## src/sv/dss_pkg.sv

```systemverilog
// Shared constants and types for the drum step sequencer sampler.
`timescale 1ns / 1ps
package dss_pkg;

    localparam int MAX_VOICE_LEN_DEF = 16384;
    localparam int MAX_STEPS_DEF     = 16;
    localparam int SAMPLE_BITS_DEF   = 16;

    localparam int NUM_VOICES = 6;
    localparam int NUM_SLOTS  = 4;

    localparam logic [15:0] GAIN_KICK_SOFT  = 16'd19661;
    localparam logic [15:0] GAIN_SNARE_SOFT = 16'd10486;
    localparam logic [15:0] GAIN_HAT_SOFT   = 16'd18022;

    // Configuration register indexes
    localparam logic [2:0] REG_KICK      = 3'd0;
    localparam logic [2:0] REG_SNARE     = 3'd1;
    localparam logic [2:0] REG_HAT       = 3'd2;
    localparam logic [2:0] REG_MID_MASK  = 3'd3;
    localparam logic [2:0] REG_SPB       = 3'd4;
    localparam logic [2:0] REG_BEAT      = 3'd5;
    localparam logic [2:0] REG_VOLUME    = 3'd6;
    localparam logic [2:0] REG_MUTED     = 3'd7;

    // Click voice selects
    localparam logic [1:0] CLICK_PRIMARY   = 2'd0;
    localparam logic [1:0] CLICK_SECONDARY = 2'd1;
    localparam logic [1:0] CLICK_PLAIN     = 2'd2;

    // Requests to the divider
    typedef struct packed {
        logic        start;
        logic [24:0] dividend;
        logic [19:0] divisor;
    } div_req_t;

    typedef struct packed {
        logic        done;
        logic [24:0] quotient;
    } div_rsp_t;

endpackage

```

## src/sv/dss_divider.sv

```systemverilog
// Restoring divider, one quotient bit per cycle.
`timescale 1ns / 1ps
module dss_divider
(
    input  logic              clk,
    input  logic              rst_n,
    input  dss_pkg::div_req_t req,
    output dss_pkg::div_rsp_t rsp
);
    import dss_pkg::*;

    logic [24:0] quot_reg, quot_next;
    logic [20:0] rem_reg, rem_next;
    logic [19:0] dvs_reg, dvs_next;
    logic [4:0]  cnt_reg, cnt_next;
    logic        busy_reg, busy_next;
    logic        done_reg, done_next;
    logic [20:0] trial;

    // Load a new request, or shift one dividend bit into the remainder and try the subtract
    always_comb
    begin
        quot_next = quot_reg;
        rem_next  = rem_reg;
        dvs_next  = dvs_reg;
        cnt_next  = cnt_reg;
        busy_next = busy_reg;
        done_next = 1'b0;
        trial     = {rem_reg[19:0], quot_reg[24]};
        if (req.start)
        begin
            quot_next = req.dividend;
            rem_next  = '0;
            dvs_next  = req.divisor;
            cnt_next  = 5'd0;
            busy_next = 1'b1;
        end
        else if (busy_reg)
        begin
            if (trial >= {1'b0, dvs_reg})
            begin
                rem_next  = trial - {1'b0, dvs_reg};
                quot_next = {quot_reg[23:0], 1'b1};
            end
            else
            begin
                rem_next  = trial;
                quot_next = {quot_reg[23:0], 1'b0};
            end
            cnt_next = cnt_reg + 5'd1;
            if (cnt_reg == 5'd24)
            begin
                busy_next = 1'b0;
                done_next = 1'b1;
            end
        end
    end

    always_ff @(posedge clk or negedge rst_n)
    begin
        if (!rst_n)
        begin
            busy_reg <= 1'b0;
            done_reg <= 1'b0;
            cnt_reg  <= '0;
        end
        else
        begin
            busy_reg <= busy_next;
            done_reg <= done_next;
            cnt_reg  <= cnt_next;
        end
    end

    always_ff @(posedge clk)
    begin
        quot_reg <= quot_next;
        rem_reg  <= rem_next;
        dvs_reg  <= dvs_next;
    end

    assign rsp.done     = done_reg;
    assign rsp.quotient = quot_reg;

endmodule

```

## config.mk

```make
export PLATFORM = sky130hd
export DESIGN_NAME = dss_divider
export DESIGN_NICKNAME = d
export VERILOG_FILES = /design/src/sv/dss_pkg.sv /design/src/sv/dss_divider.sv
export SDC_FILE = /design/constraint.sdc
export NUM_CORES = 1
export LEC_CHECK = 0
export ABC_CLOCK_PERIOD_IN_PS = 3200
export BUFFER_PORTS_ARGS = -buffer_cell sky130_fd_sc_hd__buf_2
export CAP_MARGIN = 20
export CORE_ASPECT_RATIO = 1.4
export CORE_MARGIN = 5
export CORE_UTILIZATION = 39
export DETAILED_ROUTE_END_ITERATION = 10
export HOLD_SLACK_MARGIN = 0.05
export PLACE_DENSITY = 0.62
export SETUP_SLACK_MARGIN = 0.3
export SYNTH_ARGS = -nofsm -noshare
export SYNTH_HDL_FRONTEND = slang
export SYNTH_SLANG_ARGS = --single-unit
```

## constraint.sdc

```tcl
create_clock -name clk -period 3.2 [get_ports clk]
set_clock_uncertainty 0.2 [all_clocks]
set_input_delay 0.16 -clock clk [delete_from_list [all_inputs] [get_ports clk]]
set_output_delay 0.16 -clock clk [all_outputs]
set_load 0.05 [all_outputs]
```

==> results.toml <==
[cells_and_area]
antenna_cells = 0
finalCoreUtilization_pct = 51.87
drive_above_1_share_pct = 30.45
largest_reg_flops = 25
finalInstanceArea_mm2 = 0.005340
syn2layout_area_growth_pct = 30.88
layout.nets = 552

[setup_path]
r2r_slack_ns = 0.48
setup.worst_path.start_class = "flop"
reg2reg_to = "rem_reg[12]"
slowest_delay_ns = 0.41
cp-end-kind = "flop"
arrival_ns = 2.76
critPathSlowestCell = "edfxtp_1"
path_cells = "inv_1 -> ha_1 -> fa_1 -> nor2b_2 -> o31ai_2 -> a21oi_2 -> o21a_1 -> or4_1 -> a31o_1 -> a311oi_2"
crit_fanout = 3
crit_required_ns = 3.24
r2r-start = "quot_reg[24]"
crit_family = "compound AO/OA/AOI/OAI gates"
path_class = "reg -> reg"
crit_buf_inv = 1
reg2regPathDepth = 10

[min_path]
worstHoldStart = "rem_reg[7]"
worstHoldPathType = "reg -> reg"
hold_end = "rem_reg[7]"
hold_depth = 2

[floorplanning]
num_rows = 44
die_w_um = 96.45
fp.dieArea_mm2 = 0.01264
io_pins = 74
core_mm2 = 0.01029
start_util_pct = 39.63
die_h_um = 131.0

[sta]
fin_crit_ns = 2.720
fin_crit_sh_pct = 84.99
slew-limit-headroom_pct = 60.88
rsz0062_at_grt = "no"
fmax_mhz = 367.7
hold_ws_ns = 0.2950
setup_viol = 0
worst_slack_ns = 0.4804
finalHoldViolCount = 0
slew_viol_final = 0
tightest_slew_ns = 0.5869
tns_ns = 0

[synth]
syn-num-nets = 429
synth_flop_cell = "edfxtp_1"
ys_ff_latch = 72
ys_types = 58
synthArstFlopShare_pct = 9.722
synth_area_mm2 = 0.004080
yosysWarnings = 0
syn_inst = 358
ys_seq_area_share_pct = 47.22
synth_edf_count = 45
avgSynthCellArea_um2 = 11.40

[global_routing]
grt_first_pass_wirelength_um = 14660
grt_usage_pct = 15.07
grt-ovfl-total = 0
antenna_found_initial = 0
grt_max_degree = 48
grt_pass1_vias = 3203

[pwr]
p_seq_share_pct = 32.2
ir_drop_v = 0.0003488
switching_share_pct = 37.25
power_frac_clock_pct = 24.8
p_int_uw = 2518
cellPowerDensity_mw_per_mm2 = 751.3
p_leak_uw = 0.002235
power_frac_comb_pct = 43.0
p_sw_uw = 1494

[clock_tree]
worstSkewPairLatency_ns = 0.33
clock_sinks = 72
cts_max_level = 3
cts_root_buffer = "clkbuf_16"
clk_pin_slew_ns = 0.06
cts_tree = "done"
clock_path_buffers = 2
numCtsBuffers = 9

[routing]
final_antenna_net_count = 0
vias = 3123
avgRoutedWirePerCell_um = 14.56
drc = 0
vias_per_cell = 5.005
drt-initial-drc-count = 90
routed_wl_um = 9084
dr.pass1.iters = 4

[placement]
place_ws_ns = 0.3312
hpwl_um = 6360
port-buffer-count = 73
routabilityCongestion = 0.8347
place_area_mm2 = 0.004529

[flow_run]
cap_violations = 0

[run_status]
outcome = "complete, no violations"
[synthesized netlist by cell type, types with 7 or more instances]
master | instances | area share [%]
edfxtp_1 | 45 | 33
nor2_1 | 29 | 2.7
nand2_1 | 26 | 2.4
inv_1 | 25 | 2.3
mux2_2 | 25 | 6.9
ha_1 | 22 | 6.7
dfxtp_1 | 20 | 9.8
a21oi_1 | 15 | 1.8
nand2b_1 | 9 | 1.4
xnor2_1 | 9 | 1.9
a211oi_1 | 8 | 1.5
a311oi_2 | 8 | 2.9
o21ai_0 | 8 | 0.98
dfrtp_1 | 7 | 4.3
o21a_1 | 7 | 1.3
[worst register-to-register path: stages, from the launching register on]
cell	delay, ns
edfxtp_1	0.41
inv_1	0.08
ha_1	0.18
fa_1	0.24
nor2b_2	0.07
o31ai_2	0.24
a21oi_2	0.11
o21a_1	0.22
or4_1	0.40
a31o_1	0.23
a311oi_2	0.25
[per-stage QoR]
stage / power (µW) / cells
floorplan: 2591 / 358
detailed placement: 2914 / 559
global placement: 2883 / 559
finish: 4012 / 624
global route: 4267 / 624
CTS: 3981 / 623
[kinds of logic (layout without fill, tap and decap cells)]
family / count (synthesis) / in the layout / synth area share (%)
AND/OR/NAND/NOR: 95 / 95 / 11.65
AO/OA/AOI/OAI: 85 / 85 / 17.57
flip-flops: 72 / 72 / 47.22
buffers and inverters: 39 / 167 / 5.213
multiplexers: 29 / 29 / 7.881
adder cells (fa/ha/maj): 23 / 23 / 7.237
XOR/XNOR: 15 / 15 / 3.220
[worst max path at each step]
stage                 startpoint          end  slack, ns  cells after the start
floorplan           quot_reg[24]  rem_reg[14]       0.32                     10
global placement     dvs_reg[14]   rem_reg[5]       0.38                     10
detailed placement   dvs_reg[14]   rem_reg[9]       0.33                     10
CTS                  dvs_reg[14]  rem_reg[13]       0.37                      9
global route        quot_reg[24]  rem_reg[12]       0.31                     10
finish              quot_reg[24]  rem_reg[12]       0.48                     10
[repair_timing]
item,CTS,global route
endpoints found under the setup margin,1,13
buffers inserted,0,1
gates cloned,0,0
gates resized for setup,1,3
hold endpoints to repair,54,0
pin swaps,0,1
hold buffers,48,0
[power by group through the flow]
stage / combinational (µW) / sequential [µW] / clock (µW)
floorplan: 1160 / 1430 / 0
global placement: 1580 / 1300 / 0
detailed placement: 1610 / 1300 / 0
CTS: 1670 / 1290 / 1020
global route: 1880 / 1310 / 1070
finish: 1730 / 1290 / 995
[area by class of cell]
class                      instances  area (µm²)
multi-input combinational        247        1954
sequential                        72        1927
timing repair buffer             126       895.9
inverter                          25       93.84
fill                             913        4955
clock buffer                       9       225.2
tap                              138       172.7
clock inverter                     7       71.32
[layout by cell type, fill, tap and decap left out, types with 3 or more instances in the layout]
cell type	count
inv_1	25
mux2i_1	4
mux2_2	25
ha_1	22
a31o_1	3
o211ai_1	4
nand2b_1	9
a311oi_2	8
a21o_1	4
nor2_1	29
buf_2	73
nand4_1	5
xor2_1	6
xnor2_1	9
a21oi_1	14
edfxtp_1	45
nand3_1	4
a21o_2	3
nor3_1	4
a31oi_1	4
dfxtp_1	20
o21ai_0	8
dfrtp_1	7
a211oi_1	7
nand4b_1	3
nand2_1	25
buf_4	4
dlygate4sd3_1	48
clkbuf_16	9
o21a_1	7
[layer usage]
layer	GRT usage (%)	wire (µm)	vias up
li1	-	-	1572
met1	15.87	3641	1478
met2	27.76	4850	58
met3	4.238	383	15
met4	6.111	208	0
met5	0	0	-
Note: power is estimated with default switching activity, not from simulation.
